===== src/hw/rtl/phcgb_pkg.sv =====
// shared types, constants and register map of the point height-class grid binner
// no dependencies; the design files that use these refer to them by scoped name, the testbench imports them
`timescale 1ns / 1ps
`default_nettype none

package phcgb_pkg;

  // grid geometry
  localparam int GRID_ROWS = 64;
  localparam int GRID_COLS = 64;
  localparam int CELL_MM   = 100;
  localparam int CELLS     = GRID_ROWS * GRID_COLS;
  localparam int ADDR_W    = $clog2(CELLS);
  localparam int ROW_W     = $clog2(GRID_ROWS);
  localparam int COL_W     = $clog2(GRID_COLS);
  localparam int IDX_W     = (ROW_W > COL_W) ? ROW_W : COL_W;
  localparam int COL_SPAN  = GRID_COLS * CELL_MM;
  localparam int ROW_SPAN  = GRID_ROWS * CELL_MM;

  // field widths
  localparam int COORD_W = 16;
  localparam int RDIDX_W = 6;
  localparam int CELL_W  = 4;
  // offset sum: 16 bit signed coordinate plus 16 bit unsigned offset
  localparam int SUM_W   = 18;
  // non-negative sums never exceed 17 bits
  localparam int NUM_W   = 17;

  // divide by CELL_MM as multiply by reciprocal, exact for every NUM_W bit numerator
  localparam int RECIP_SH = $clog2((2 ** NUM_W) * CELL_MM);
  localparam int RECIP_M  = (2 ** RECIP_SH + CELL_MM - 1) / CELL_MM;
  localparam int RECIP_W  = $clog2(RECIP_M + 1);
  localparam int PROD_W   = (NUM_W + RECIP_W > RECIP_SH + IDX_W) ?
                            (NUM_W + RECIP_W) : (RECIP_SH + IDX_W);

  // queue between front and back
  localparam int Q_DEPTH = 4;
  localparam int Q_PTR_W = $clog2(Q_DEPTH);
  localparam int Q_CNT_W = $clog2(Q_DEPTH + 1);

  // configuration port
  localparam int NUM_REGS   = 8;
  localparam int APB_DATA_W = 32;
  localparam int APB_ADDR_W = $clog2(NUM_REGS * 4);
  localparam int REG_IDX_W  = $clog2(NUM_REGS);

  localparam int BLIND_W  = 12;
  localparam int BOX_W    = 15;
  localparam int SENSOR_W = 12;
  localparam int FLOORT_W = 10;
  localparam int ROBOT_W  = 12;
  localparam int ROBOTT_W = 10;
  localparam int OFFS_W   = 16;

  localparam logic [BLIND_W-1:0]  BLIND_RST  = BLIND_W'(200);
  localparam logic [BOX_W-1:0]    BOX_RST    = BOX_W'(3000);
  localparam logic [SENSOR_W-1:0] SENSOR_RST = SENSOR_W'(300);
  localparam logic [FLOORT_W-1:0] FLOORT_RST = FLOORT_W'(50);
  localparam logic [ROBOT_W-1:0]  ROBOT_RST  = ROBOT_W'(1000);
  localparam logic [ROBOTT_W-1:0] ROBOTT_RST = ROBOTT_W'(100);
  localparam logic [OFFS_W-1:0]   XOFF_RST   = OFFS_W'(3200);
  localparam logic [OFFS_W-1:0]   YOFF_RST   = OFFS_W'(3200);

  typedef enum logic [REG_IDX_W-1:0] {
    REG_BLIND  = 3'd0,
    REG_BOX    = 3'd1,
    REG_SENSOR = 3'd2,
    REG_FLOORT = 3'd3,
    REG_ROBOT  = 3'd4,
    REG_ROBOTT = 3'd5,
    REG_XOFF   = 3'd6,
    REG_YOFF   = 3'd7
  } reg_idx_e;

  typedef enum logic {
    ACT_INSERT = 1'b0,
    ACT_READ   = 1'b1
  } action_e;

  typedef enum logic [2:0] {
    ST_STORED   = 3'd0,
    ST_BLIND    = 3'd1,
    ST_BOX      = 3'd2,
    ST_OFF_GRID = 3'd3,
    ST_READ     = 3'd4
  } status_e;

  typedef enum logic [1:0] {
    BAND_FALL     = 2'd0,
    BAND_FLOOR    = 2'd1,
    BAND_OBSTACLE = 2'd2,
    BAND_HIGH     = 2'd3
  } band_e;

  typedef struct packed {
    action_e                    action;
    logic signed [COORD_W-1:0]  x_mm;
    logic signed [COORD_W-1:0]  y_mm;
    logic signed [COORD_W-1:0]  z_mm;
    logic [RDIDX_W-1:0]         read_row;
    logic [RDIDX_W-1:0]         read_col;
  } item_t;

  typedef struct packed {
    status_e           status;
    logic [CELL_W-1:0] cell_flags;
    band_e             height_band;
  } result_t;

  typedef struct packed {
    logic [BLIND_W-1:0]  blind_radius_mm;
    logic [BOX_W-1:0]    box_limit_mm;
    logic [SENSOR_W-1:0] sensor_height_mm;
    logic [FLOORT_W-1:0] floor_tolerance_mm;
    logic [ROBOT_W-1:0]  robot_height_mm;
    logic [ROBOTT_W-1:0] robot_tolerance_mm;
    logic [OFFS_W-1:0]   x_offset_mm;
    logic [OFFS_W-1:0]   y_offset_mm;
  } cfg_t;

  // classified work item handed from front to back
  typedef struct packed {
    status_e           status;
    band_e             band;
    logic [ADDR_W-1:0] addr;
  } entry_t;

endpackage

`default_nettype wire


===== src/hw/rtl/phcgb_front.sv =====
// front pipeline: filters points, sorts height band, finds the grid cell
// depends on phcgb_pkg
`timescale 1ns / 1ps
`default_nettype none

module phcgb_front (
  input  wire logic              clk_i,
  input  wire logic              rst_ni,
  input  wire phcgb_pkg::cfg_t   cfg_i,
  input  wire logic              accept_i,
  input  wire phcgb_pkg::item_t  item_i,
  output      logic              push_o,
  output      phcgb_pkg::entry_t entry_o,
  output      logic [1:0]        occ_o
);

  typedef struct packed {
    phcgb_pkg::status_e                status;
    phcgb_pkg::band_e                  band;
    logic                              is_read;
    logic [phcgb_pkg::ROW_W-1:0]       rd_row;
    logic [phcgb_pkg::COL_W-1:0]       rd_col;
    logic [phcgb_pkg::NUM_W-1:0]       num_row;
    logic [phcgb_pkg::NUM_W-1:0]       num_col;
  } cls_t;

  typedef struct packed {
    phcgb_pkg::status_e                status;
    phcgb_pkg::band_e                  band;
    logic                              is_read;
    logic [phcgb_pkg::ROW_W-1:0]       rd_row;
    logic [phcgb_pkg::COL_W-1:0]       rd_col;
    logic [phcgb_pkg::PROD_W-1:0]      prod_row;
    logic [phcgb_pkg::PROD_W-1:0]      prod_col;
  } div_t;

  logic             s1_v_q, s2_v_q, s3_v_q;
  phcgb_pkg::item_t s1_q;
  cls_t             s2_d, s2_q;
  div_t             s3_d, s3_q;

  // stage one: classification
  logic [phcgb_pkg::COORD_W:0]          abs_x, abs_y;
  logic                                 blind_hit, box_out;
  logic signed [phcgb_pkg::SUM_W-1:0]   sx, sy, z_s;
  logic signed [phcgb_pkg::SUM_W-1:0]   fall_lim, floor_lim, top_lim;
  logic                                 col_off, row_off, rd_in;
  phcgb_pkg::band_e                     band;

  always_comb begin
    abs_x = s1_q.x_mm[phcgb_pkg::COORD_W-1] ?
            (phcgb_pkg::COORD_W+1)'(-(phcgb_pkg::SUM_W'(s1_q.x_mm))) :
            (phcgb_pkg::COORD_W+1)'(s1_q.x_mm);
    abs_y = s1_q.y_mm[phcgb_pkg::COORD_W-1] ?
            (phcgb_pkg::COORD_W+1)'(-(phcgb_pkg::SUM_W'(s1_q.y_mm))) :
            (phcgb_pkg::COORD_W+1)'(s1_q.y_mm);

    blind_hit = (abs_x < (phcgb_pkg::COORD_W+1)'(cfg_i.blind_radius_mm)) &&
                (abs_y < (phcgb_pkg::COORD_W+1)'(cfg_i.blind_radius_mm));
    box_out   = !((abs_x < (phcgb_pkg::COORD_W+1)'(cfg_i.box_limit_mm)) &&
                  (abs_y < (phcgb_pkg::COORD_W+1)'(cfg_i.box_limit_mm)));

    sx = phcgb_pkg::SUM_W'(s1_q.x_mm) +
         $signed(phcgb_pkg::SUM_W'(cfg_i.x_offset_mm));
    sy = $signed(phcgb_pkg::SUM_W'(cfg_i.y_offset_mm)) -
         phcgb_pkg::SUM_W'(s1_q.y_mm);

    // sums from -CELL_MM+1 to -1 truncate to index zero
    col_off = (int'(sx) <= -phcgb_pkg::CELL_MM) || (int'(sx) >= phcgb_pkg::COL_SPAN);
    row_off = (int'(sy) <= -phcgb_pkg::CELL_MM) || (int'(sy) >= phcgb_pkg::ROW_SPAN);

    z_s       = phcgb_pkg::SUM_W'(s1_q.z_mm);
    fall_lim  = -$signed(phcgb_pkg::SUM_W'(cfg_i.sensor_height_mm) +
                         phcgb_pkg::SUM_W'(cfg_i.floor_tolerance_mm));
    floor_lim = $signed(phcgb_pkg::SUM_W'(cfg_i.floor_tolerance_mm)) -
                $signed(phcgb_pkg::SUM_W'(cfg_i.sensor_height_mm));
    top_lim   = $signed(phcgb_pkg::SUM_W'(cfg_i.robot_height_mm) +
                        phcgb_pkg::SUM_W'(cfg_i.robot_tolerance_mm));

    if (z_s <= fall_lim) begin
      band = phcgb_pkg::BAND_FALL;
    end else if (z_s <= floor_lim) begin
      band = phcgb_pkg::BAND_FLOOR;
    end else if (z_s <= top_lim) begin
      band = phcgb_pkg::BAND_OBSTACLE;
    end else begin
      band = phcgb_pkg::BAND_HIGH;
    end

    rd_in = (32'(s1_q.read_row) < 32'(phcgb_pkg::GRID_ROWS)) &&
            (32'(s1_q.read_col) < 32'(phcgb_pkg::GRID_COLS));

    s2_d.is_read = (s1_q.action == phcgb_pkg::ACT_READ);
    s2_d.rd_row  = phcgb_pkg::ROW_W'(s1_q.read_row);
    s2_d.rd_col  = phcgb_pkg::COL_W'(s1_q.read_col);
    s2_d.num_col = sx[phcgb_pkg::SUM_W-1] ? '0 : sx[phcgb_pkg::NUM_W-1:0];
    s2_d.num_row = sy[phcgb_pkg::SUM_W-1] ? '0 : sy[phcgb_pkg::NUM_W-1:0];
    s2_d.band    = phcgb_pkg::BAND_FALL;

    if (s1_q.action == phcgb_pkg::ACT_READ) begin
      s2_d.status = rd_in ? phcgb_pkg::ST_READ : phcgb_pkg::ST_OFF_GRID;
    end else if (blind_hit) begin
      s2_d.status = phcgb_pkg::ST_BLIND;
    end else if (box_out) begin
      s2_d.status = phcgb_pkg::ST_BOX;
    end else begin
      s2_d.band   = band;
      s2_d.status = (col_off || row_off) ? phcgb_pkg::ST_OFF_GRID : phcgb_pkg::ST_STORED;
    end
  end

  // stage two: reciprocal multiply for the divide by cell size
  always_comb begin
    s3_d.status   = s2_q.status;
    s3_d.band     = s2_q.band;
    s3_d.is_read  = s2_q.is_read;
    s3_d.rd_row   = s2_q.rd_row;
    s3_d.rd_col   = s2_q.rd_col;
    s3_d.prod_row = phcgb_pkg::PROD_W'(s2_q.num_row) *
                    phcgb_pkg::PROD_W'(phcgb_pkg::RECIP_M);
    s3_d.prod_col = phcgb_pkg::PROD_W'(s2_q.num_col) *
                    phcgb_pkg::PROD_W'(phcgb_pkg::RECIP_M);
  end

  always_ff @(posedge clk_i or negedge rst_ni) begin
    if (!rst_ni) begin
      s1_v_q <= 1'b0;
      s2_v_q <= 1'b0;
      s3_v_q <= 1'b0;
    end else begin
      s1_v_q <= accept_i;
      s2_v_q <= s1_v_q;
      s3_v_q <= s2_v_q;
    end
  end

  always_ff @(posedge clk_i) begin
    if (accept_i) begin
      s1_q <= item_i;
    end
    s2_q <= s2_d;
    s3_q <= s3_d;
  end

  // stage three: form the cell address and push
  logic [phcgb_pkg::ROW_W-1:0] row;
  logic [phcgb_pkg::COL_W-1:0] col;

  always_comb begin
    row = s3_q.is_read ? s3_q.rd_row : s3_q.prod_row[phcgb_pkg::RECIP_SH +: phcgb_pkg::ROW_W];
    col = s3_q.is_read ? s3_q.rd_col : s3_q.prod_col[phcgb_pkg::RECIP_SH +: phcgb_pkg::COL_W];
    entry_o.status = s3_q.status;
    entry_o.band   = s3_q.band;
    entry_o.addr   = phcgb_pkg::ADDR_W'(phcgb_pkg::ADDR_W'(row) *
                                        phcgb_pkg::ADDR_W'(phcgb_pkg::GRID_COLS)) +
                     phcgb_pkg::ADDR_W'(col);
  end

  assign push_o = s3_v_q;
  assign occ_o  = 2'(s1_v_q) + 2'(s2_v_q) + 2'(s3_v_q);

endmodule

`default_nettype wire


===== config.mk =====
export PLATFORM = sky130hd
export DESIGN_NAME = phcgb_front
export DESIGN_NICKNAME = d
export VERILOG_FILES = /design/src/hw/rtl/phcgb_pkg.sv /design/src/hw/rtl/phcgb_front.sv
export SDC_FILE = /design/constraint.sdc
export NUM_CORES = 1
export LEC_CHECK = 0
export BUFFER_PORTS_ARGS = -buffer_cell sky130_fd_sc_hd__buf_2
export CAP_MARGIN = 10
export CORE_UTILIZATION = 35
export DETAILED_ROUTE_END_ITERATION = 10
export GPL_ROUTABILITY_DRIVEN = 0
export GPL_TIMING_DRIVEN = 0
export SYNTH_ARGS = -nofsm -noshare
export SYNTH_HDL_FRONTEND = slang
export SYNTH_SLANG_ARGS = --single-unit

===== constraint.sdc =====
create_clock -name clk_i -period 7.4 [get_ports clk_i]
set_input_delay 0.74 -clock clk_i [delete_from_list [all_inputs] [get_ports clk_i]]
set_output_delay 0.74 -clock clk_i [all_outputs]
set_load 0.005 [all_outputs]

==> run metrics <==
status finished, final reports clean; CP Class reg2reg; f_max 0.155 GHz; Worst path most repeated cell fa_1; Worst Setup Slack, final 0.964 ns; Die W 238 um; Crit path required time 7.79 ns; delay of the slowest critical-path stage 0.66 ns; chip height 238 um; share of the synthesized area in the top cell type 26.0%; most common flop cell mapped by yosys dfxtp_1; grt total ovfl 0; Core Area 0.0552 sq mm; CP top delay family adder cells; DP Wirelength 42900 um; worst hold path class in2async; Gate Count Post-Synth 1964; maxcap violations 0; syn avg cell area 9.96 sq um; Critical Path AT 6.83 ns; Critical Path Stages 17; sequential area share after synthesis 18.1%; Final setup viols 0; cell taking the most area after synthesis ha_1; IO Count 187; dominant cells by area after synthesis ha_1, fa_1, edfxtp_1; Placed Area 0.0215 sq mm; row count 86; Slew Limit Fails 0; Final Hold Fails 0; Finished Cell Area 0.0220 sq mm; Mapped Area 0.0196 sq mm; routed len/inst 16.6 um; CTS Sinks 146; routed vias/inst 4.78; number of buffers and inverters on the critical path 2; ANT nets after route 0; Port Buffers 186; setup_tns 0 ns; Post-synth EDFFs 61; final wirelength 48900 um; startpoint type of the worst setup path flip-flop; RSZ-0062 raised after global routing false; Worst Path Max Fanout 8; share of synthesized registers carrying an async set or reset 2.05%; synthesized net count 2762; period utilization 87.0%; crit path max-delay cell type dfxtp_1; Root Driver clkbuf_16; CP endpoint kind flip-flop; DR pass1 iterations 5; min cycle time layout 6.44 ns; area grow syn2layout 12.7%; effective utilization at floorplan 35.4%; hold_buf cts 0; first-pass GRT wire length 78100 um; FF+latch count, synth 146; cells along the critical path fa_1, fa_1, fa_1, fa_1, fa_1, inv_1, fa_1, inv_1, ha_1, a2111oi_0, o211ai_1, a211oi_1, nor2_1, o21a_1, o21a_1, a21oi_1, xnor2_1; relative slew slack 51.1%; Multi-input gate area 0.0141 sq mm; most common cell after layout, fill and taps aside inv_1; CTS Buf Count 17; Clock Skew 0.0174 ns; post-synth cell types 85; Slew @ Worst Pin 0.715 ns; most frequent cells in the layout inv_1, ha_1, fa_1, buf_2, nor2_1; sequential cell area 0.00355 sq mm; Post-route DRC 0; vias in the first global route 15050; Worst R2R Path Depth 17; CTS tree done; Via Count 14041; largest net degree at the start of global routing 35; pre-CTS setup slack 0.885 ns; share of cells above drive strength 1 12.1%; Starting DRT DRC Count 600; final net count 2968; YS warnings 0; Filler Cell Count 5393; post-CTS setup buffer count 0; H-tree level count 4; antenna violations before repair 36; global-route usage over all layers 18.0%; Clock transition at path regs 0.07 ns; CTS Buffer Depth 2; PostCTS Resize Cnt 0; die area 0.0569 sq mm; Skew-Pair Late Insertion Delay 0.46 ns
-- registers in the layout, summed over array words and instances (netlist names) --
register	count
s1_q	61
s3_q	25
s2_q	52
s2_v_q	1
s1_v_q	1
push_o	1
entry_o	5
-- cell usage after synthesis, types with 4 or more instances --
| library cell | instances |
|---|---|
| fa_1 | 224 |
| dfxtp_1 | 82 |
| a211oi_1 | 10 |
| nand2_1 | 49 |
| o31ai_1 | 10 |
| or2_2 | 7 |
| o2111ai_1 | 4 |
| a31oi_1 | 4 |
| edfxtp_1 | 61 |
| o21bai_1 | 13 |
| a21o_1 | 49 |
| xor2_1 | 25 |
| o41ai_1 | 6 |
| mux2_2 | 13 |
| inv_1 | 475 |
| buf_4 | 5 |
| nor2b_1 | 23 |
| clkbuf_1 | 10 |
| or3_1 | 7 |
| nor4_1 | 7 |
| nand4_1 | 18 |
| o21ai_0 | 48 |
| nand3_1 | 9 |
| a21oi_1 | 70 |
| nor2_1 | 84 |
| nand2b_1 | 17 |
| o21a_1 | 29 |
| ha_1 | 407 |
| o2bb2ai_1 | 5 |
| a2111oi_0 | 6 |
| o211ai_1 | 7 |
| xnor2_1 | 75 |
| nor3_1 | 25 |
| nor4b_1 | 4 |
-- per-layer routing --
metal / track usage (%) / share of wire, %
met5: 0 / 0.66
met4: 6.57 / 3.1
met3: 6.27 / 7.5
met2: 29.9 / 47
met1: 21.3 / 42
-- worst register-to-register path, stage by stage, from the launching register on --
cell and delay (ns):
dfxtp_1 0.66, fa_1 0.58, fa_1 0.57, fa_1 0.44, fa_1 0.54, fa_1 0.56
inv_1 0.06, fa_1 0.53, inv_1 0.04, ha_1 0.31, a2111oi_0 0.43, o211ai_1 0.21
a211oi_1 0.53, nor2_1 0.13, o21a_1 0.25, o21a_1 0.20, a21oi_1 0.18, xnor2_1 0.14
-- area by class of cell --
class	count	share of cell area, %
repair buffers	187	4.32
plain buffers	18	0.403
diodes	8	0.0908
inverters	477	8.12
multi-input cells	1323	64.1
well taps	748	4.24
flip-flops and latches	146	16.1
clock inverters	10	0.443
clock buffers	22	2.16
-- kinds of logic (layout without fill, tap and decap cells) --
group	count (synthesis)	count (layout)	synth area share, %
mux	16	16	0.902
compound gates	298	298	10.4
flops	146	146	18.1
simple gates	277	277	7.44
other cells	0	8	0
fa+ha+maj	631	631	48.9
xor+xnor	101	101	4.56
buf+inv	495	714	9.60
-- path summary, 6_finish.rpt --
path	end	start	slack, ns
setup / recovery	s3_q[64]	s2_q[26]	0.96
hold / removal	s1_v_q	rst_ni	0.06
setup reg to reg	s3_q[64]	s2_q[26]	0.96
hold reg to reg	s3_q[76]	s2_q[40]	0.32
max in group asynchronous	push_o	rst_ni	7.24
min in group clk_i	s3_q[76]	s2_q[40]	0.32
-- per-stage QoR --
step | hold WS [ns] | cells | utilization (%)
2_1_floorplan | 0.310 | 1964 | -
3_3_place_gp | 0.311 | 2898 | 38.8
3_5_place_dp | 0.312 | 2899 | 38.9
4_1_cts | 0.0337 | 2931 | 39.9
5_1_grt | 0.0431 | 2935 | 39.9
6_report | 0.0575 | 2939 | 39.9
Power is not shown: default switching activity piles up to over one toggle a cycle in this logic, so the estimate is an artifact.
