$ cat config.mk
export PLATFORM = sky130hd
export DESIGN_NAME = phcgb_regs
export DESIGN_NICKNAME = d
export VERILOG_FILES = /design/src/hw/rtl/phcgb_pkg.sv /design/src/hw/rtl/phcgb_regs.sv
export SDC_FILE = /design/constraint.sdc
export NUM_CORES = 1
export LEC_CHECK = 0
export CORE_UTILIZATION = 55
export DETAILED_ROUTE_END_ITERATION = 10
export DONT_BUFFER_PORTS = 1
export GPL_ROUTABILITY_DRIVEN = 0
export PLACE_DENSITY = 0.83
export SLEW_MARGIN = 20
export SYNTH_ARGS = -nofsm -noshare
export SYNTH_HDL_FRONTEND = slang
export SYNTH_SLANG_ARGS = --single-unit
$ cat constraint.sdc
create_clock -name clk_i -period 1 [get_ports clk_i]
set_input_delay 0.05 -clock clk_i [delete_from_list [all_inputs] [get_ports clk_i]]
set_output_delay 0.05 -clock clk_i [all_outputs]
set_load 0.05 [all_outputs]
$ cat src/hw/rtl/phcgb_pkg.sv
// shared types, constants and register map of the point height-class grid binner
// no dependencies; the design files that use these refer to them by scoped name, the testbench imports them
`timescale 1ns / 1ps
`default_nettype none

package phcgb_pkg;

  // grid geometry
  localparam int GRID_ROWS = 64;
  localparam int GRID_COLS = 64;
  localparam int CELL_MM   = 100;
  localparam int CELLS     = GRID_ROWS * GRID_COLS;
  localparam int ADDR_W    = $clog2(CELLS);
  localparam int ROW_W     = $clog2(GRID_ROWS);
  localparam int COL_W     = $clog2(GRID_COLS);
  localparam int IDX_W     = (ROW_W > COL_W) ? ROW_W : COL_W;
  localparam int COL_SPAN  = GRID_COLS * CELL_MM;
  localparam int ROW_SPAN  = GRID_ROWS * CELL_MM;

  // field widths
  localparam int COORD_W = 16;
  localparam int RDIDX_W = 6;
  localparam int CELL_W  = 4;
  // offset sum: 16 bit signed coordinate plus 16 bit unsigned offset
  localparam int SUM_W   = 18;
  // non-negative sums never exceed 17 bits
  localparam int NUM_W   = 17;

  // divide by CELL_MM as multiply by reciprocal, exact for every NUM_W bit numerator
  localparam int RECIP_SH = $clog2((2 ** NUM_W) * CELL_MM);
  localparam int RECIP_M  = (2 ** RECIP_SH + CELL_MM - 1) / CELL_MM;
  localparam int RECIP_W  = $clog2(RECIP_M + 1);
  localparam int PROD_W   = (NUM_W + RECIP_W > RECIP_SH + IDX_W) ?
                            (NUM_W + RECIP_W) : (RECIP_SH + IDX_W);

  // queue between front and back
  localparam int Q_DEPTH = 4;
  localparam int Q_PTR_W = $clog2(Q_DEPTH);
  localparam int Q_CNT_W = $clog2(Q_DEPTH + 1);

  // configuration port
  localparam int NUM_REGS   = 8;
  localparam int APB_DATA_W = 32;
  localparam int APB_ADDR_W = $clog2(NUM_REGS * 4);
  localparam int REG_IDX_W  = $clog2(NUM_REGS);

  localparam int BLIND_W  = 12;
  localparam int BOX_W    = 15;
  localparam int SENSOR_W = 12;
  localparam int FLOORT_W = 10;
  localparam int ROBOT_W  = 12;
  localparam int ROBOTT_W = 10;
  localparam int OFFS_W   = 16;

  localparam logic [BLIND_W-1:0]  BLIND_RST  = BLIND_W'(200);
  localparam logic [BOX_W-1:0]    BOX_RST    = BOX_W'(3000);
  localparam logic [SENSOR_W-1:0] SENSOR_RST = SENSOR_W'(300);
  localparam logic [FLOORT_W-1:0] FLOORT_RST = FLOORT_W'(50);
  localparam logic [ROBOT_W-1:0]  ROBOT_RST  = ROBOT_W'(1000);
  localparam logic [ROBOTT_W-1:0] ROBOTT_RST = ROBOTT_W'(100);
  localparam logic [OFFS_W-1:0]   XOFF_RST   = OFFS_W'(3200);
  localparam logic [OFFS_W-1:0]   YOFF_RST   = OFFS_W'(3200);

  typedef enum logic [REG_IDX_W-1:0] {
    REG_BLIND  = 3'd0,
    REG_BOX    = 3'd1,
    REG_SENSOR = 3'd2,
    REG_FLOORT = 3'd3,
    REG_ROBOT  = 3'd4,
    REG_ROBOTT = 3'd5,
    REG_XOFF   = 3'd6,
    REG_YOFF   = 3'd7
  } reg_idx_e;

  typedef enum logic {
    ACT_INSERT = 1'b0,
    ACT_READ   = 1'b1
  } action_e;

  typedef enum logic [2:0] {
    ST_STORED   = 3'd0,
    ST_BLIND    = 3'd1,
    ST_BOX      = 3'd2,
    ST_OFF_GRID = 3'd3,
    ST_READ     = 3'd4
  } status_e;

  typedef enum logic [1:0] {
    BAND_FALL     = 2'd0,
    BAND_FLOOR    = 2'd1,
    BAND_OBSTACLE = 2'd2,
    BAND_HIGH     = 2'd3
  } band_e;

  typedef struct packed {
    action_e                    action;
    logic signed [COORD_W-1:0]  x_mm;
    logic signed [COORD_W-1:0]  y_mm;
    logic signed [COORD_W-1:0]  z_mm;
    logic [RDIDX_W-1:0]         read_row;
    logic [RDIDX_W-1:0]         read_col;
  } item_t;

  typedef struct packed {
    status_e           status;
    logic [CELL_W-1:0] cell_flags;
    band_e             height_band;
  } result_t;

  typedef struct packed {
    logic [BLIND_W-1:0]  blind_radius_mm;
    logic [BOX_W-1:0]    box_limit_mm;
    logic [SENSOR_W-1:0] sensor_height_mm;
    logic [FLOORT_W-1:0] floor_tolerance_mm;
    logic [ROBOT_W-1:0]  robot_height_mm;
    logic [ROBOTT_W-1:0] robot_tolerance_mm;
    logic [OFFS_W-1:0]   x_offset_mm;
    logic [OFFS_W-1:0]   y_offset_mm;
  } cfg_t;

  // classified work item handed from front to back
  typedef struct packed {
    status_e           status;
    band_e             band;
    logic [ADDR_W-1:0] addr;
  } entry_t;

endpackage

`default_nettype wire

$ cat src/hw/rtl/phcgb_regs.sv
// configuration register file with apb-style access
// depends on phcgb_pkg
`timescale 1ns / 1ps
`default_nettype none

module phcgb_regs (
  input  wire logic                                 clk_i,
  input  wire logic                                 rst_ni,
  input  wire logic                                 psel,
  input  wire logic                                 penable,
  input  wire logic                                 pwrite,
  input  wire logic [phcgb_pkg::APB_ADDR_W-1:0]     paddr,
  input  wire logic [phcgb_pkg::APB_DATA_W-1:0]     pwdata,
  output      logic [phcgb_pkg::APB_DATA_W-1:0]     prdata,
  output      logic                                 pready,
  output      phcgb_pkg::cfg_t                      cfg_o
);

  phcgb_pkg::cfg_t      cfg_q;
  phcgb_pkg::reg_idx_e  reg_idx;
  logic                 wr_en;

  assign pready  = 1'b1;
  assign reg_idx = phcgb_pkg::reg_idx_e'(paddr[phcgb_pkg::APB_ADDR_W-1:2]);
  assign wr_en   = psel & penable & pwrite & pready;

  always_ff @(posedge clk_i or negedge rst_ni) begin
    if (!rst_ni) begin
      cfg_q.blind_radius_mm    <= phcgb_pkg::BLIND_RST;
      cfg_q.box_limit_mm       <= phcgb_pkg::BOX_RST;
      cfg_q.sensor_height_mm   <= phcgb_pkg::SENSOR_RST;
      cfg_q.floor_tolerance_mm <= phcgb_pkg::FLOORT_RST;
      cfg_q.robot_height_mm    <= phcgb_pkg::ROBOT_RST;
      cfg_q.robot_tolerance_mm <= phcgb_pkg::ROBOTT_RST;
      cfg_q.x_offset_mm        <= phcgb_pkg::XOFF_RST;
      cfg_q.y_offset_mm        <= phcgb_pkg::YOFF_RST;
    end else if (wr_en) begin
      unique case (reg_idx)
        phcgb_pkg::REG_BLIND:
          cfg_q.blind_radius_mm <= pwdata[phcgb_pkg::BLIND_W-1:0];
        phcgb_pkg::REG_BOX:
          cfg_q.box_limit_mm <= pwdata[phcgb_pkg::BOX_W-1:0];
        phcgb_pkg::REG_SENSOR:
          cfg_q.sensor_height_mm <= pwdata[phcgb_pkg::SENSOR_W-1:0];
        phcgb_pkg::REG_FLOORT:
          cfg_q.floor_tolerance_mm <= pwdata[phcgb_pkg::FLOORT_W-1:0];
        phcgb_pkg::REG_ROBOT:
          cfg_q.robot_height_mm <= pwdata[phcgb_pkg::ROBOT_W-1:0];
        phcgb_pkg::REG_ROBOTT:
          cfg_q.robot_tolerance_mm <= pwdata[phcgb_pkg::ROBOTT_W-1:0];
        phcgb_pkg::REG_XOFF:
          cfg_q.x_offset_mm <= pwdata[phcgb_pkg::OFFS_W-1:0];
        phcgb_pkg::REG_YOFF:
          cfg_q.y_offset_mm <= pwdata[phcgb_pkg::OFFS_W-1:0];
        default: ;
      endcase
    end
  end

  always_comb begin
    unique case (reg_idx)
      phcgb_pkg::REG_BLIND:  prdata = phcgb_pkg::APB_DATA_W'(cfg_q.blind_radius_mm);
      phcgb_pkg::REG_BOX:    prdata = phcgb_pkg::APB_DATA_W'(cfg_q.box_limit_mm);
      phcgb_pkg::REG_SENSOR: prdata = phcgb_pkg::APB_DATA_W'(cfg_q.sensor_height_mm);
      phcgb_pkg::REG_FLOORT: prdata = phcgb_pkg::APB_DATA_W'(cfg_q.floor_tolerance_mm);
      phcgb_pkg::REG_ROBOT:  prdata = phcgb_pkg::APB_DATA_W'(cfg_q.robot_height_mm);
      phcgb_pkg::REG_ROBOTT: prdata = phcgb_pkg::APB_DATA_W'(cfg_q.robot_tolerance_mm);
      phcgb_pkg::REG_XOFF:   prdata = phcgb_pkg::APB_DATA_W'(cfg_q.x_offset_mm);
      phcgb_pkg::REG_YOFF:   prdata = phcgb_pkg::APB_DATA_W'(cfg_q.y_offset_mm);
      default:               prdata = '0;
    endcase
  end

  assign cfg_o = cfg_q;

endmodule

`default_nettype wire

==> impl_metrics.json, run 1 <==
{
  "syn2layout_area_growth_pct": 62.20,
  "fillers": 221,
  "clock.fmax_mhz": 549.2,
  "track_usage": 0.3783,
  "vdd_drop_max_mv": 1.619,
  "switchingPower_uw": 7570,
  "layoutNonFillerInstCount": 648,
  "pwr-share-comb": 0.507,
  "rows": 33,
  "drtAntennaViolNets": 0,
  "start_kind": "flop",
  "cp_num_buf_inv": 0,
  "min_period_ns": 1.821,
  "cp_max_fo": 2,
  "syn_avg_cell_area_sq_um": 13.44,
  "drive_gt1_frac": 0.7256,
  "fin_util": 0.9416,
  "setup_viol": 120,
  "p_int_uw": 10230,
  "die_y_microns": 96.06,
  "syn-cell-area_sq_mm": 0.004866,
  "antennaDiodeCount": 0,
  "seq_area_frac_synth": 0.5379,
  "violations": "hold timing, setup timing",
  "ys_ff_latch": 103,
  "worstPathCellList": "mux2i_1 -> a211oi_1 -> o22a_2",
  "skew_ns": 0,
  "drt-total-wl_microns": 19890,
  "grt_max_degree": 104,
  "synth_flop_cell": "dfrtp_1",
  "pin_count": 178,
  "cts_max_path_buffers": 2,
  "die_x_microns": 96.06,
  "post-dp-hpwl_microns": 9748,
  "grt_pass1_wl_microns": 24790,
  "grt_busiest_layer": "met2",
  "powerDensity_mw_per_mm2": 2255,
  "seq_power_share": 0.343,
  "cp_slowest_cell": "dfstp_2",
  "clk_pin_slew_ns": 0.11,
  "maxCapViolCount": 0,
  "cts_tree": "yes",
  "final.setup.tns_ns": -17.12,
  "drc_errors": 0,
  "critPathArrivalTime_ns": 1.77,
  "grtUsageMet2": 0.6608,
  "nets": 580,
  "critical_path.endpoint_type": "output pin",
  "netSwitchingFraction": 0.4253,
  "numClockSinks": 103,
  "start_util": 0.5805,
  "synth_edf_count": 0,
  "crit_start": "cfg_o[48]$_DFFE_PN1P_",
  "wire_per_inst_microns": 30.69,
  "met3_usage": 0.1169,
  "dieArea_sq_mm": 0.009228,
  "p_leak_uw": 0.003523,
  "rsz0062_at_grt": "true",
  "r2r_start": "cfg_o[25]$_DFFE_PN0P_",
  "routed_via_density": 6.540,
  "fin_ws_ns": -0.8207,
  "timing.hold.ws_ns": -0.6387,
  "hold_path.class": "input port to async pin",
  "grt_remaining_overflow": 0,
  "synthCells": 362,
  "required_ns": 0.95,
  "drt_iter0_drc": 318,
  "coreArea_sq_mm": 0.008382,
  "status": "finished, violations left",
  "largest_reg_flops": 103,
  "critical_path_class": "flop to output pin",
  "async_flop_share": 1.000,
  "use_met1": 0.4074,
  "vias": 4238,
  "fin_area_sq_mm": 0.007893,
  "p_clk_frac": 0.150,
  "dp_cells": 586,
  "numCtsBuffers": 9,
  "dpl_cell_area_sq_mm": 0.006516,
  "finalMaxSlewViolations": 0,
  "holdBufCountCts": 16,
  "grt_pass1_vias": 4450,
  "clock_latency_ns": 0.37,
  "hold_viol": 103,
  "synth.distinct_cells": 33,
  "crit_family": "compound AO/OA/AOI/OAI gates",
  "period_share": 1.821,
  "htree_levels": 3,
  "port_buffers": 0,
  "clock-root-buffer": "clkbuf_8",
  "dr.pass1.iters": 7,
  "antenna_found_initial": 0,
  "ys_warn_count": 0,
  "slowest_delay_ns": 0.57
}
power groups by stage:
stage	combinational [uW]	clock (uW)	sequential [uW]
floorplan	2200	0	8790
global placement	6880	0	5740
detailed placement	7030	0	5810
CTS	8180	2600	5920
global route	9250	2800	6150
finish	9020	2660	6110
repair_timing:
item	in CTS	in global routing
buffers inserted	16	15
hold endpoints to repair	206	103
pin swaps	6	11
gates resized for setup	150	56
setup endpoints to repair	119	125
cells in the final DEF (no fill, tap or decap), types with 2 or more instances in the layout:
| cell | n |
|---|---|
| o22a_2 | 9 |
| buf_4 | 27 |
| a211oi_2 | 5 |
| nor2_4 | 7 |
| mux2i_1 | 27 |
| a21oi_1 | 2 |
| dfrtp_1 | 42 |
| a21oi_2 | 2 |
| o22ai_1 | 9 |
| nor2_1 | 12 |
| dfrtp_2 | 29 |
| clkbuf_8 | 9 |
| buf_12 | 27 |
| buf_8 | 32 |
| mux2i_2 | 5 |
| nand2_1 | 9 |
| clkbuf_1 | 4 |
| buf_6 | 84 |
| mux2_4 | 69 |
| conb_1 | 17 |
| a211oi_1 | 4 |
| dfstp_2 | 32 |
| nand2_2 | 2 |
| nor3_2 | 2 |
| o21ai_4 | 2 |
| nand2b_4 | 2 |
| dlygate4sd3_1 | 16 |
| mux2_2 | 34 |
| clkinvlp_4 | 2 |
cells by family after synthesis:
logic type      Yosys count  share of synthesized area
flops                   103                     0.5379
buf+inv                  37                    0.04834
simple gates             41                    0.04217
other cells               2                   0.001543
mux                     136                     0.3062
compound gates           43                    0.06377
per-layer routing:
| metal | part of all wire | up-vias |
|---|---|---|
| met4 | 0.068 | 0 |
| met3 | 0.10 | 124 |
| met2 | 0.50 | 365 |
| met1 | 0.33 | 2105 |
| met5 | 0 | - |
| li1 | - | 1644 |
stage by stage:
stage          power [uW]  setup WS, ns
3_5_place_dp        12830       -0.2500
3_3_place_gp        12620       -0.1692
2_1_floorplan       10990       -0.3739
5_1_grt             18200       -0.8112
6_report            17800       -0.8207
4_1_cts             16700       -0.6044
cells in the mapped netlist, types with 5 or more instances:
cell / number / area, sq um
o22ai_1: 9 / 56.30
dfrtp_1: 71 / 1777
buf_4: 20 / 150.1
nor2_2: 5 / 31.28
nand2_1: 11 / 41.29
nor2_1: 14 / 52.55
a211oi_1: 9 / 67.56
buf_2: 11 / 55.05
mux2_2: 103 / 1160
dfstp_2: 32 / 840.8
mux2i_1: 33 / 330.3
o22a_1: 10 / 87.58
layout make-up:
class / instances / area [sq um] / share of cell area
Tap cell: 105 / 131.4 / 0.01665
Inverter: 1 / 20.02 / 0.002536
Clock inverter: 3 / 45.04 / 0.005707
Multi-Input combinational cell: 237 / 2574 / 0.3261
Timing Repair Buffer: 186 / 2330 / 0.2952
Clock buffer: 13 / 138.9 / 0.01760
Sequential cell: 103 / 2654 / 0.3362
path summary, 6_finish.rpt:
| path | end | slack (ns) | depth (start not counted) |
|---|---|---|---|
| worst max register to register | cfg_o[25]$_DFFE_PN0P_ | -0.10 | 3 |
| worst min register to register | cfg_o[4]$_DFFE_PN0P_ | 0.56 | 1 |
| min in group clk_i | cfg_o[68]$_DFFE_PN0P_ | 0.10 | 3 |
| max in group asynchronous | cfg_o[48]$_DFFE_PN1P_ | 1.39 | 0 |
| worst max-delay path | prdata[6] | -0.82 | 3 |
| worst min-delay path | cfg_o[43]$_DFFE_PN0P_ | -0.64 | 0 |
Power figures use the tool's default switching activity.
==> run 2, diff against run 1 <==
- MAX_ROUTING_LAYER: default -> met4
==> impl_metrics.json, run 2 (synthesis results as in run 1) <==
{
  "finalMaxSlewViolations": 0,
  "drt-total-wl_microns": 19810,
  "vias": 4185,
  "holdBufCountCts": 16,
  "largest_reg_flops": 103,
  "clock_latency_ns": 0.37,
  "wire_per_inst_microns": 30.57,
  "required_ns": 0.95,
  "htree_levels": 3,
  "seq_area_sq_mm": 0.002654,
  "post-dp-hpwl_microns": 9748,
  "crit_start": "cfg_o[48]$_DFFE_PN1P_",
  "vdd_drop_max_mv": 1.620,
  "r2r_start": "cfg_o[25]$_DFFE_PN0P_",
  "coreArea_sq_mm": 0.008382,
  "fin_ws_ns": -0.7867,
  "grt_pass1_wl_microns": 24770,
  "total_power_uw": 17780,
  "antennaDiodeCount": 0,
  "pin_count": 178,
  "setup_viol": 124,
  "grt_pass1_vias": 4462,
  "worst_r2r_path_depth": 3,
  "multi_input_area_sq_mm": 0.002574,
  "grt_max_degree": 104,
  "dr.pass1.iters": 7,
  "syn2layout_area_growth_pct": 62.20,
  "critical_path_class": "flop to output pin",
  "track_usage": 0.3891,
  "violations": "hold timing, setup timing",
  "port_buffers": 0,
  "reg2reg_to": "cfg_o[25]$_DFFE_PN0P_",
  "worstPathCellList": "mux2i_1 -> a211oi_1 -> o22a_2",
  "reg2reg_slack_ns": -0.10,
  "rows": 33,
  "mostFrequentLayoutCells": "buf_6, mux2_4, dfrtp_1, mux2_2",
  "cts_max_path_buffers": 2,
  "powerDensity_mw_per_mm2": 2253,
  "grt_remaining_overflow": 0,
  "cp_slowest_cell": "dfstp_2",
  "critical_path.endpoint_type": "output pin",
  "clock.fmax_mhz": 559.7,
  "dieArea_sq_mm": 0.009228,
  "p_leak_uw": 0.003523,
  "hold_path.class": "input port to async pin",
  "drive_gt1_frac": 0.7256,
  "cts_tree": "yes",
  "drtAntennaViolNets": 0,
  "min_period_ns": 1.787,
  "routed_via_density": 6.458,
  "maxCapViolCount": 0,
  "cp-endpoint": "prdata[6]",
  "rsz0062_at_grt": "true",
  "slowest_delay_ns": 0.57,
  "timing.hold.ws_ns": -0.6409,
  "skew_ns": 0,
  "numClockSinks": 103,
  "clk_pin_slew_ns": 0.11,
  "start_kind": "flop",
  "drt_iter0_drc": 313,
  "layoutNonFillerInstCount": 648,
  "period_share": 1.787,
  "numCtsBuffers": 9,
  "dp_cells": 586,
  "mostFrequentLayoutCell": "buf_6",
  "hold_viol": 103,
  "die_y_microns": 96.06,
  "clock-root-buffer": "clkbuf_8",
  "critPathArrivalTime_ns": 1.74,
  "start_util": 0.5805,
  "antenna_found_initial": 0,
  "nets": 580,
  "drc_errors": 0,
  "fillers": 221,
  "cp_max_fo": 2,
  "status": "finished, violations left",
  "die_x_microns": 96.06
}
run 2: cell counts in the layout (fill, tap and decap cells not counted):
No cell type changed its count.
run 2: cell type report:
cell class,count,area share
Sequential cell,103,0.3362
Multi-Input combinational cell,237,0.3261
Timing Repair Buffer,186,0.2952
Clock buffer,13,0.01760
Tap cell,105,0.01665
Clock inverter,3,0.005707
Inverter,1,0.002536
run 2: metal layers:
layer,global-route usage,part of all wire,up-vias
li1,-,-,1643
met4,0.2052,0.071,0
met3,0.1090,0.094,125
met5,-,0,-
met1,0.4116,0.33,2075
met2,0.6608,0.50,342
run 2: repair_timing:
item                                    in CTS  in global routing
hold endpoints to repair                   206                103
pin swaps                                    6                 11
buffers inserted                            16                 15
endpoints found under the setup margin     119                124
resized for setup                          150                 56
run 2: worst min-delay path by stage:
stage / start / to / cells past startpoint / slack (ns)
after global routing: rst_ni / cfg_o[76]$_DFFE_PN0P_ / 0 / -0.65
after floorplan: rst_ni / cfg_o[0]$_DFFE_PN0P_ / 0 / -0.25
after CTS: rst_ni / cfg_o[16]$_DFFE_PN0P_ / 0 / -0.65
final: rst_ni / cfg_o[43]$_DFFE_PN0P_ / 0 / -0.64
after detailed placement: rst_ni / cfg_o[16]$_DFFE_PN0P_ / 0 / -0.24
after global placement: rst_ni / cfg_o[0]$_DFFE_PN0P_ / 0 / -0.24
run 2: where the power goes:
part	switching, uW	total (uW)	leakage (uW)	internal, uW
logic	5170	9010	0.00224	3840
registers	890	6110	0.00120	5220
clock network	1500	2660	0.0000839	1170
total	7550	17800	0.00352	10200
run 2: worst max-delay path: cells and delay by family, from the launching register on:
| kind | cells | cell delay (ns) |
|---|---|---|
| compound gates | 2 | 0.71 |
| flops | 1 | 0.57 |
| mux | 1 | 0.10 |
run 2: stage by stage:
| step | TNS, ns | worst slack, ns | instance area (sq um) | utilization |
|---|---|---|---|---|
| after floorplan | -20.31 | -0.3739 | 5440 | - |
| after global placement | -10.51 | -0.1692 | 6516 | 0.7774 |
| after detailed placement | -12.01 | -0.2500 | 6516 | 0.7774 |
| after CTS | -13.48 | -0.6044 | 7552 | 0.9010 |
| after global routing | -19.63 | -0.8112 | 7893 | 0.9416 |
| final | -17.17 | -0.7867 | 7893 | 0.9416 |
