### src/hw/rtl/phcgb_pkg.sv
// shared types, constants and register map of the point height-class grid binner
// no dependencies; the design files that use these refer to them by scoped name, the testbench imports them
`timescale 1ns / 1ps
`default_nettype none

package phcgb_pkg;

  // grid geometry
  localparam int GRID_ROWS = 64;
  localparam int GRID_COLS = 64;
  localparam int CELL_MM   = 100;
  localparam int CELLS     = GRID_ROWS * GRID_COLS;
  localparam int ADDR_W    = $clog2(CELLS);
  localparam int ROW_W     = $clog2(GRID_ROWS);
  localparam int COL_W     = $clog2(GRID_COLS);
  localparam int IDX_W     = (ROW_W > COL_W) ? ROW_W : COL_W;
  localparam int COL_SPAN  = GRID_COLS * CELL_MM;
  localparam int ROW_SPAN  = GRID_ROWS * CELL_MM;

  // field widths
  localparam int COORD_W = 16;
  localparam int RDIDX_W = 6;
  localparam int CELL_W  = 4;
  // offset sum: 16 bit signed coordinate plus 16 bit unsigned offset
  localparam int SUM_W   = 18;
  // non-negative sums never exceed 17 bits
  localparam int NUM_W   = 17;

  // divide by CELL_MM as multiply by reciprocal, exact for every NUM_W bit numerator
  localparam int RECIP_SH = $clog2((2 ** NUM_W) * CELL_MM);
  localparam int RECIP_M  = (2 ** RECIP_SH + CELL_MM - 1) / CELL_MM;
  localparam int RECIP_W  = $clog2(RECIP_M + 1);
  localparam int PROD_W   = (NUM_W + RECIP_W > RECIP_SH + IDX_W) ?
                            (NUM_W + RECIP_W) : (RECIP_SH + IDX_W);

  // queue between front and back
  localparam int Q_DEPTH = 4;
  localparam int Q_PTR_W = $clog2(Q_DEPTH);
  localparam int Q_CNT_W = $clog2(Q_DEPTH + 1);

  // configuration port
  localparam int NUM_REGS   = 8;
  localparam int APB_DATA_W = 32;
  localparam int APB_ADDR_W = $clog2(NUM_REGS * 4);
  localparam int REG_IDX_W  = $clog2(NUM_REGS);

  localparam int BLIND_W  = 12;
  localparam int BOX_W    = 15;
  localparam int SENSOR_W = 12;
  localparam int FLOORT_W = 10;
  localparam int ROBOT_W  = 12;
  localparam int ROBOTT_W = 10;
  localparam int OFFS_W   = 16;

  localparam logic [BLIND_W-1:0]  BLIND_RST  = BLIND_W'(200);
  localparam logic [BOX_W-1:0]    BOX_RST    = BOX_W'(3000);
  localparam logic [SENSOR_W-1:0] SENSOR_RST = SENSOR_W'(300);
  localparam logic [FLOORT_W-1:0] FLOORT_RST = FLOORT_W'(50);
  localparam logic [ROBOT_W-1:0]  ROBOT_RST  = ROBOT_W'(1000);
  localparam logic [ROBOTT_W-1:0] ROBOTT_RST = ROBOTT_W'(100);
  localparam logic [OFFS_W-1:0]   XOFF_RST   = OFFS_W'(3200);
  localparam logic [OFFS_W-1:0]   YOFF_RST   = OFFS_W'(3200);

  typedef enum logic [REG_IDX_W-1:0] {
    REG_BLIND  = 3'd0,
    REG_BOX    = 3'd1,
    REG_SENSOR = 3'd2,
    REG_FLOORT = 3'd3,
    REG_ROBOT  = 3'd4,
    REG_ROBOTT = 3'd5,
    REG_XOFF   = 3'd6,
    REG_YOFF   = 3'd7
  } reg_idx_e;

  typedef enum logic {
    ACT_INSERT = 1'b0,
    ACT_READ   = 1'b1
  } action_e;

  typedef enum logic [2:0] {
    ST_STORED   = 3'd0,
    ST_BLIND    = 3'd1,
    ST_BOX      = 3'd2,
    ST_OFF_GRID = 3'd3,
    ST_READ     = 3'd4
  } status_e;

  typedef enum logic [1:0] {
    BAND_FALL     = 2'd0,
    BAND_FLOOR    = 2'd1,
    BAND_OBSTACLE = 2'd2,
    BAND_HIGH     = 2'd3
  } band_e;

  typedef struct packed {
    action_e                    action;
    logic signed [COORD_W-1:0]  x_mm;
    logic signed [COORD_W-1:0]  y_mm;
    logic signed [COORD_W-1:0]  z_mm;
    logic [RDIDX_W-1:0]         read_row;
    logic [RDIDX_W-1:0]         read_col;
  } item_t;

  typedef struct packed {
    status_e           status;
    logic [CELL_W-1:0] cell_flags;
    band_e             height_band;
  } result_t;

  typedef struct packed {
    logic [BLIND_W-1:0]  blind_radius_mm;
    logic [BOX_W-1:0]    box_limit_mm;
    logic [SENSOR_W-1:0] sensor_height_mm;
    logic [FLOORT_W-1:0] floor_tolerance_mm;
    logic [ROBOT_W-1:0]  robot_height_mm;
    logic [ROBOTT_W-1:0] robot_tolerance_mm;
    logic [OFFS_W-1:0]   x_offset_mm;
    logic [OFFS_W-1:0]   y_offset_mm;
  } cfg_t;

  // classified work item handed from front to back
  typedef struct packed {
    status_e           status;
    band_e             band;
    logic [ADDR_W-1:0] addr;
  } entry_t;

endpackage

`default_nettype wire

### src/hw/rtl/phcgb_fifo.sv
// short register queue of classified transactions between front and back
// depends on phcgb_pkg
`timescale 1ns / 1ps
`default_nettype none

module phcgb_fifo (
  input  wire logic                          clk_i,
  input  wire logic                          rst_ni,
  input  wire logic                          push_i,
  input  wire phcgb_pkg::entry_t             entry_i,
  input  wire logic                          pop_i,
  output      phcgb_pkg::entry_t             head_o,
  output      logic                          empty_o,
  output      logic [phcgb_pkg::Q_CNT_W-1:0] count_o
);

  phcgb_pkg::entry_t                 slot_q [phcgb_pkg::Q_DEPTH];
  logic [phcgb_pkg::Q_PTR_W-1:0]     wr_ptr_q, rd_ptr_q;
  logic [phcgb_pkg::Q_CNT_W-1:0]     count_q;

  // push never meets a full queue: the top level limits transactions in flight
  always_ff @(posedge clk_i or negedge rst_ni) begin
    if (!rst_ni) begin
      wr_ptr_q <= '0;
      rd_ptr_q <= '0;
      count_q  <= '0;
    end else begin
      if (push_i) begin
        wr_ptr_q <= wr_ptr_q + phcgb_pkg::Q_PTR_W'(1);
      end
      if (pop_i) begin
        rd_ptr_q <= rd_ptr_q + phcgb_pkg::Q_PTR_W'(1);
      end
      if (push_i && !pop_i) begin
        count_q <= count_q + phcgb_pkg::Q_CNT_W'(1);
      end else if (!push_i && pop_i) begin
        count_q <= count_q - phcgb_pkg::Q_CNT_W'(1);
      end
    end
  end

  always_ff @(posedge clk_i) begin
    if (push_i) begin
      slot_q[wr_ptr_q] <= entry_i;
    end
  end

  assign head_o  = slot_q[rd_ptr_q];
  assign empty_o = (count_q == '0);
  assign count_o = count_q;

endmodule

`default_nettype wire

### config.mk
export PLATFORM = sky130hd
export DESIGN_NAME = phcgb_fifo
export DESIGN_NICKNAME = d
export VERILOG_FILES = /design/src/hw/rtl/phcgb_pkg.sv /design/src/hw/rtl/phcgb_fifo.sv
export SDC_FILE = /design/constraint.sdc
export NUM_CORES = 1
export LEC_CHECK = 0
export BUFFER_PORTS_ARGS = -buffer_cell sky130_fd_sc_hd__buf_4
export CAP_MARGIN = 25
export CORE_AREA = 4 4 95 97
export CTS_CLUSTER_SIZE = 20
export DETAILED_ROUTE_END_ITERATION = 10
export DIE_AREA = 0 0 99 101
export PLACE_DENSITY = 0.55
export SETUP_SLACK_MARGIN = 0.15
export SLEW_MARGIN = 10
export SYNTH_ARGS = -nofsm -noshare
export SYNTH_HDL_FRONTEND = slang
export SYNTH_SLANG_ARGS = --single-unit
### constraint.sdc
create_clock -name clk_i -period 1.7 [get_ports clk_i]
set_clock_uncertainty 0.2 [all_clocks]
set_input_delay 0.34 -clock clk_i [delete_from_list [all_inputs] [get_ports clk_i]]
set_output_delay 0.34 -clock clk_i [all_outputs]
set_load 0.005 [all_outputs]
==> results.yml, run 1 <==
run_status:
  outcome: "finished with violations"
  failed_checks: "negative setup slack"
yosys:
  synth_area_in_xor_xnor_pct: 1.82
  synth_compound_gate_area_share_pct: 0.174
  synthDominantAreaCellType: "edfxtp_1"
  synthAdderAreaFrac_pct: 2.86
  postSynthRegisterBits: 75
  synth_simple_gate_area_share_pct: 1.43
  muxShareOfSynthArea_pct: 14.8
  number_of_unique_standard_cell_types_used_by_synthesis: 18
  synth_nets: 149
  synthCells: 122
  synthesis.area_per_instance_um2: 23.6
  post_synthesis_cell_area_um2: 2880
  synth_top_area_share_pct: 70.8
  synthTopCellsByArea: "edfxtp_1, mux4_1, mux4_2, dfrtp_1, ha_1"
  ys.warnings.count: 0
  ys_seq_area_share_pct: 76.9
  synth_top_family_by_area: "multiplexers"
final_layout:
  diodes: 0
  drive_above_1_share_pct: 48.8
  flow.area_growth_from_synthesis_pct: 39.1
  nNetsFinal: 231
hold_path:
  hold_depth: 3
  hold_class: "input pin to flop"
floorplanning:
  row_count: 33
  floorplan.die_area_um2: 10000
  die_outline_width_um: 99
  initial_core_utilization_pct: 35.4
  dieHeight_um: 101
  ioPinCount: 42
  core_region_area_um2: 8130
drt:
  drt-wirelength-per-cell_um: 16.6
  dr.first_iter.drc_count: 47
  via_density_per_instance: 4.59
  wl_um: 5210
  route.antenna.remaining_nets: 0
  drcViolationCount: 0
  detailedRoute.firstPassIterationCount: 4
  vias: 1441
sta:
  fin_crit_sh_pct: 128
  setup_viol: 17
  fin_worst_hold_slack_ps: 129
  min_period_ps: 2170
  worst_pin_slew_ps: 283
  setup_ws_ps: -474
  finalHoldViolations: 0
  tns_ps: -7780
  max_freq_mhz: 460
  rsz0062_at_grt: "yes"
  relative_slew_slack_pct: 81.1
  drv_slew: 0
clock_tree:
  number_of_cts_inserted_buffers: 9
  clkSinkCount: 75
  cts.htree.levels: 3
  clock_tree.buffer_depth: 2
  clkLatencyLatePin_ps: 340
  tritoncts: "yes"
  root_buffer_master: "clkbuf_8"
  clk_pin_slew_worst_paths_ps: 70
placed_design:
  portBuffers: 41
  gp_congestion: 0.681
  dp_hpwl_um: 3190
power_and_ir_drop:
  combPwrFrac_pct: 35.8
  switching_share_pct: 25.8
  finalPower_uw: 6600
  power.leakage_uw: 0.00146
  seq_power_share_pct: 39.7
  max-vdd-ir-drop_v: 0.000695
  internal_power_uw: 4900
  powerDensity_nw_per_um2: 1650
  portion_of_total_power_attributed_to_the_clock_network_pct: 24.4
  p_sw_uw: 1710
critical_path:
  cpPeakStageDelay_ps: 510
  critPathRequiredTime_ps: 1160
  worstPathCellList: "clkbuf_16 -> mux4_2 -> buf_6"
  critical_path.startpoint_type: "flop"
  crit_fanout: 5
  reg2reg_depth: 4
  critPathSlowestCell: "mux4_2"
  crit_buf_inv: 2
  critPathArrivalTime_ps: 1630
  critical_path_class: "flop to output pin"
  worst_setup_path_end_kind: "output pin"
  cp.depth: 3
  path_delay_family: "multiplexers"
grt:
  grt.overflow.total: 0
  largest_net_degree_at_the_start_of_global_routing: 19
  grt_antenna_before_repair: 0
  grt_pass1_wl_um: 8260
  grt.total_usage_pct: 11.2
  number_of_global_route_vias_before_repair: 1558
flow_run:
  cap_violations: 0
==> repair_timing <==
action                                 CTS  global route
setup buffers                            3             2
pin swaps                                4             1
gates cloned                             1             1
endpoints found under the hold margin   75             0
gates resized for setup                 33             3
hold buffers                            18             0
setup endpoints to repair               53            36
==> synthesized netlist by cell type <==
cell type   n
edfxtp_1   68
inv_1       4
fa_1        1
dfrtp_1     7
and2_1      4
mux2_2      1
mux4_1      9
nor2_1      1
mux4_2      8
ha_1        5
nor3_1      1
nand2_1     2
buf_12      1
o21ai_0     1
buf_2       2
xor2_1      4
buf_6       1
xnor2_1     2
==> worst reg2reg max path: cells and delay by family, from the launching register on <==
| kind | cells | cell delay (ps) |
|---|---|---|
| simple gates | 1 | 140 |
| flops | 1 | 440 |
| xor+xnor | 2 | 310 |
| fa+ha+maj | 1 | 370 |
==> cells by family after synthesis <==
group	after synthesis
DFF	75
muxes	18
buffers and inverters	8
and+or+nand+nor	8
xor gates and xnor gates	6
adders and majority gates	6
AOI/OAI and AO/OA	1
==> placed cells by master, fill, tap and decap left out, drive strengths merged <==
cell / count
dlygate4sd3: 18
edfxtp: 68
nor2: 1
nand2: 2
nor3: 1
ha: 5
buf: 55
and2: 4
fa: 1
mux2: 1
inv: 5
dfrtp: 7
xnor2: 2
o21ai: 1
clkinv: 2
bufinv: 3
mux4: 17
clkbuf: 12
xor2: 4
==> per-layer routing <==
layer  GRT usage [%]  wire (um)  vias up
met5               0          0        -
met4            5.25         95        0
met3            3.53        306        9
met2            17.4       2550       50
met1            14.3       2260      727
li1                -          -      655
==> worst paths after layout <==
kind                             start    endpoint  slack (ps)
setup / recovery           rd_ptr_q[0]   head_o[8]        -470
hold / removal                  push_i  count_o[0]         130
setup reg to reg            count_o[0]  count_o[2]         170
hold reg to reg             count_o[2]  count_o[2]         320
max in group asynchronous       rst_ni  count_o[0]        1020
min in group asynchronous       rst_ni  count_o[1]         140
==> power by group through the flow <==
stage | sequential, uW | clock [uW] | combinational (uW)
2_1_floorplan | 2570 | 0 | 1040
3_3_place_gp | 2600 | 0 | 1870
3_5_place_dp | 2640 | 0 | 1920
4_1_cts | 2640 | 1650 | 2360
5_1_grt | 2660 | 1750 | 2550
6_report | 2620 | 1610 | 2370
==> sequential cells by signal (all words and copies together), names as in the netlist <==
signal    flops
slot_q       68
count_o       3
rd_ptr_q      2
wr_ptr_q      2
==> stage by stage <==
stage | std cells | utilization [%] | setup slack, ps | area (um2)
after global routing | 314 | 49.3 | -537 | 4010
after global placement | 273 | 42.2 | -120 | 3430
after detailed placement | 273 | 42.2 | -145 | 3430
final | 314 | 49.3 | -474 | 4010
after CTS | 311 | 48.8 | -520 | 3970
after floorplan | 122 | - | 52.0 | 2920
==> area by class of cell <==
| class | instances | area, um2 |
|---|---|---|
| fillers | 664 | 4130 |
| repair buffers | 75 | 786 |
| flip-flops and latches | 75 | 2220 |
| inverters | 4 | 27.5 |
| clock inverters | 6 | 113 |
| clock buffers | 10 | 128 |
| well taps | 105 | 131 |
| multi-input cells | 39 | 604 |
(Power assumes the default switching activity.)
==> run 2, diff against run 1 <==
- PLACE_DENSITY: 0.55 -> not set
==> results.yml, run 2 (synthesis results as in run 1) <==
run_status:
  outcome: "finished with violations"
  failed_checks: "negative setup slack"
sta:
  worst_pin_slew_ps: 270
  max_freq_mhz: 462
  rsz0062_at_grt: "yes"
  setup_ws_ps: -464
  relative_slew_slack_pct: 82.0
  fin_crit_sh_pct: 127
  drv_slew: 0
  min_period_ps: 2160
  finalHoldViolations: 0
  tns_ps: -7570
  setup_viol: 17
flow_run:
  cap_violations: 0
drt:
  vias: 1454
  dr.first_iter.drc_count: 89
  drcViolationCount: 0
  route.antenna.remaining_nets: 0
  detailedRoute.firstPassIterationCount: 4
  drt-wirelength-per-cell_um: 17.6
  via_density_per_instance: 4.65
  wl_um: 5520
floorplanning:
  ioPinCount: 42
  dieHeight_um: 101
  initial_core_utilization_pct: 35.4
  row_count: 33
  floorplan.die_area_um2: 10000
  core_region_area_um2: 8130
  die_outline_width_um: 99
critical_path:
  worst_setup_path_end_kind: "output pin"
  worst_r2r_startpoint: "wr_ptr_q[0]"
  critPathArrivalTime_ps: 1620
  worst_r2r_endpoint: "slot_q[2][11]"
  critical_path.startpoint_type: "flop"
  regToRegSetupSlack_ps: 200
  reg2reg_depth: 3
  critPathRequiredTime_ps: 1160
  crit_fanout: 7
  critical_path_class: "flop to output pin"
clock_tree:
  clkLatencyLatePin_ps: 330
  clock_tree.buffer_depth: 2
  root_buffer_master: "clkbuf_8"
  cts.htree.levels: 3
  tritoncts: "yes"
  clkSinkCount: 75
  clk_pin_slew_worst_paths_ps: 70
  number_of_cts_inserted_buffers: 9
grt:
  grt.overflow.total: 0
  grt.total_usage_pct: 11.5
  grt_pass1_wl_um: 8340
  number_of_global_route_vias_before_repair: 1582
  grt_antenna_before_repair: 0
  largest_net_degree_at_the_start_of_global_routing: 18
power_and_ir_drop:
  power.leakage_uw: 0.00142
  max-vdd-ir-drop_v: 0.000579
  powerDensity_nw_per_um2: 1600
placed_design:
  detailed_place.area_um2: 3420
  dp_hpwl_um: 3420
  gp_congestion: 0.637
  portBuffers: 41
final_layout:
  mostFrequentLayoutCells: "edfxtp_1, buf_4, buf_6"
  flow.area_growth_from_synthesis_pct: 35.9
  flip_flop_count_of_the_largest_register_after_layout: 68
  mostFrequentLayoutCell: "edfxtp_1"
  post-route-cell-area_um2: 3920
  sequential_cell_area_um2: 2220
  diodes: 0
  n_fill_cell: 682
  registers.top_by_ff_count: "slot_q"
  nNetsFinal: 230
  multi_input_comb_area_um2: 614
  drive_above_1_share_pct: 48.1
hold_path:
  worstHoldEndpoint: "slot_q[0][8]"
  source_of_the_worst_hold_timing_path: "entry_i[8]"
  hold_class: "input pin to flop"
  hold_depth: 1
==> run 2: cell types whose count changed in the layout (fill, tap and decap cells not counted), sizes merged <==
cell	previous run	this run
and2	4	5
bufinv	3	0
clkbuf	12	13
dlygate4sd3	18	17
clkinv	2	3
inv	5	4
buf	55	56
==> run 2: where the power goes <==
part	switching, uW	internal, uW	total, uW
Sequential	174	2440	2620
Clock	589	602	1190
Combinational	924	1520	2440
==> run 2: how the worst max path moves through the flow <==
stage / end / cells past startpoint / start / slack (ps)
floorplan: head_o[0] / 3 / rd_ptr_q[0] / 50
global placement: head_o[9] / 3 / rd_ptr_q[0] / -120
detailed placement: head_o[9] / 3 / rd_ptr_q[0] / -140
CTS: head_o[3] / 4 / rd_ptr_q[0] / -490
global route: head_o[16] / 4 / rd_ptr_q[0] / -540
finish: head_o[3] / 4 / rd_ptr_q[0] / -460
==> run 2: metal layers <==
| metal | part of all wire (%) | vias to the layer above | track usage (%) | wire length [um] |
|---|---|---|---|---|
| met2 | 51 | 51 | 18.6 | 2800 |
| met4 | 2.2 | 0 | 4.73 | 121 |
| met1 | 41 | 739 | 13.9 | 2290 |
| met3 | 5.7 | 12 | 4.50 | 313 |
| li1 | - | 652 | - | - |
| met5 | 0 | - | 0 | 0 |
==> run 2: timing repair <==
action,CTS,global route
endpoints found under the hold margin,61,5
gates resized for setup,39,4
pin swaps,1,3
endpoints found under the setup margin,81,65
setup buffers,4,2
hold buffers,15,2
gates cloned,1,1
==> run 2: area by class of cell <==
class,instances,share of cell area (%)
sequential,75,56.7
tap,105,3.35
multi-input combinational,40,15.7
timing repair buffer,73,19.2
clock buffer,13,4.06
clock inverter,3,0.351
inverter,4,0.703
==> run 2: critical path: stages, from the launching register on <==
cell	delay [ps]
dfrtp_1	380
buf_6	130
buf_12	130
mux4_2	520
buf_6	130
==> run 2: stage by stage <==
step	cells	setup slack, ps	total power [uW]	util (%)	hold WS (ps)
2_1_floorplan	122	52.0	3610	-	-156
4_1_cts	308	-486	6290	47.6	0.0324
6_report	313	-464	6250	48.2	25.8
3_5_place_dp	272	-138	4540	42.1	-34.2
3_3_place_gp	272	-121	4460	42.1	-40.1
5_1_grt	313	-544	6590	48.2	1.86
==> run 3, diff against run 2 <==
- SETUP_SLACK_MARGIN: 0.15 -> 0.02
==> results.yml, run 3 (synthesis results as in run 1) <==
power_and_ir_drop:
  finalPower_uw: 6230
  power.leakage_uw: 0.00141
  max-vdd-ir-drop_v: 0.000691
  powerDensity_nw_per_um2: 1600
critical_path:
  critical_path.startpoint_type: "flop"
  critPathArrivalTime_ps: 1570
  crit_buf_inv: 2
  path_delay_family: "multiplexers"
  critPathRequiredTime_ps: 1160
  worstPathCellList: "buf_12 -> mux4_2 -> buf_6"
  cpPeakStageDelay_ps: 530
  critical_path_class: "flop to output pin"
  crit_fanout: 9
  worst_setup_path_end_kind: "output pin"
  critPathSlowestCell: "mux4_2"
final_layout:
  nNetsFinal: 230
  mostFrequentLayoutCell: "edfxtp_1"
  registers.top_by_ff_count: "slot_q"
  flip_flop_count_of_the_largest_register_after_layout: 68
  drive_above_1_share_pct: 43.8
  diodes: 0
  mostFrequentLayoutCells: "edfxtp_1, buf_4, buf_6"
  fin_util_pct: 47.8
  flow.area_growth_from_synthesis_pct: 35.0
grt:
  largest_net_degree_at_the_start_of_global_routing: 18
  grt.overflow.total: 0
  grt.total_usage_pct: 10.8
  number_of_global_route_vias_before_repair: 1569
  grt_antenna_before_repair: 0
  grt_pass1_wl_um: 8130
drt:
  route.antenna.remaining_nets: 0
  drcViolationCount: 0
  detailedRoute.firstPassIterationCount: 4
  drt-wirelength-per-cell_um: 15.9
  dr.first_iter.drc_count: 66
  vias: 1413
  wl_um: 4970
  via_density_per_instance: 4.51
placed_design:
  portBuffers: 41
  gp_congestion: 0.714
  dp_hpwl_um: 3240
  detailedPlace.worstSlack_ps: -128
clock_tree:
  clock_tree.buffer_depth: 2
  clk_pin_slew_worst_paths_ps: 70
  clkLatencyLatePin_ps: 330
  root_buffer_master: "clkbuf_8"
  cts.htree.levels: 3
  clkSinkCount: 75
  tritoncts: "yes"
  number_of_cts_inserted_buffers: 9
sta:
  drv_slew: 0
  max_freq_mhz: 474
  min_period_ps: 2110
  finalHoldViolations: 0
  setup_ws_ps: -408
  setup_viol: 17
  fin_crit_sh_pct: 124
  fin_worst_hold_slack_ps: 79.0
  worst_pin_slew_ps: 208
  rsz0062_at_grt: "yes"
  tns_ps: -6540
  relative_slew_slack_pct: 86.1
floorplanning:
  core_region_area_um2: 8130
  dieHeight_um: 101
  die_outline_width_um: 99
  initial_core_utilization_pct: 35.4
  ioPinCount: 42
  floorplan.die_area_um2: 10000
  row_count: 33
flow_run:
  cap_violations: 0
run_status:
  failed_checks: "negative setup slack"
  outcome: "finished with violations"
hold_path:
  hold_class: "input pin to flop"
[run 3: changes by cell type in the layout (fill, tap and decap cells not counted), sizes merged]
| cell | change |
|---|---|
| and2 | -1 |
| clkbuf | -3 |
| clkinvlp | +1 |
| bufinv | +2 |
| dlygate4sd3 | +1 |
[run 3: cell type report]
type / instances / area [um2]
Clock buffer: 10 / 128
Tap cell: 105 / 131
Timing Repair Buffer: 74 / 734
Inverter: 4 / 15.0
Multi-Input combinational cell: 39 / 583
Sequential cell: 75 / 2220
Clock inverter: 6 / 80.1
Fill cell: 667 / 4240
[run 3: path summary, 6_finish.rpt]
kind | start | to | slack (ps) | depth (start not counted)
hold / removal | pop_i | rd_ptr_q[0] | 80 | 3
min in group asynchronous | rst_ni | count_o[2] | 150 | 2
hold reg to reg | count_o[2] | count_o[2] | 330 | 1
setup / recovery | rd_ptr_q[0] | head_o[9] | -410 | 3
setup reg to reg | count_o[0] | count_o[2] | 160 | 4
max in group asynchronous | rst_ni | rd_ptr_q[0] | 1010 | 2
[run 3: what timing repair did]
action	CTS	global route
hold buffers	18	0
pin swaps	0	1
endpoints found under the setup margin	18	19
endpoints found under the hold margin	75	0
setup buffers	1	0
gates resized for setup	18	14
[run 3: routing by layer]
layer	wire (um)	vias up	part of all wire [%]	global-route usage [%]
li1	-	651	-	-
met1	2150	717	43	13.3
met2	2460	34	50	17.5
met3	235	11	4.7	2.49
met4	120	0	2.4	6.62
met5	0	-	0	0
[run 3: power by group]
group	internal, uW	switching (uW)	total (uW)
Combinational	1360	857	2220
Clock	814	601	1420
Sequential	2440	163	2600
[run 3: worst min-delay path, cell delays in order]
cell and delay, ps:
buf_4 90, buf_4 100, xor2_1 50
[run 3: through the flow]
stage	cell area (um2)	instances
6_report	3890	313
5_1_grt	3890	313
4_1_cts	3840	313
3_5_place_dp	3450	278
3_3_place_gp	3450	278
2_1_floorplan	2880	122
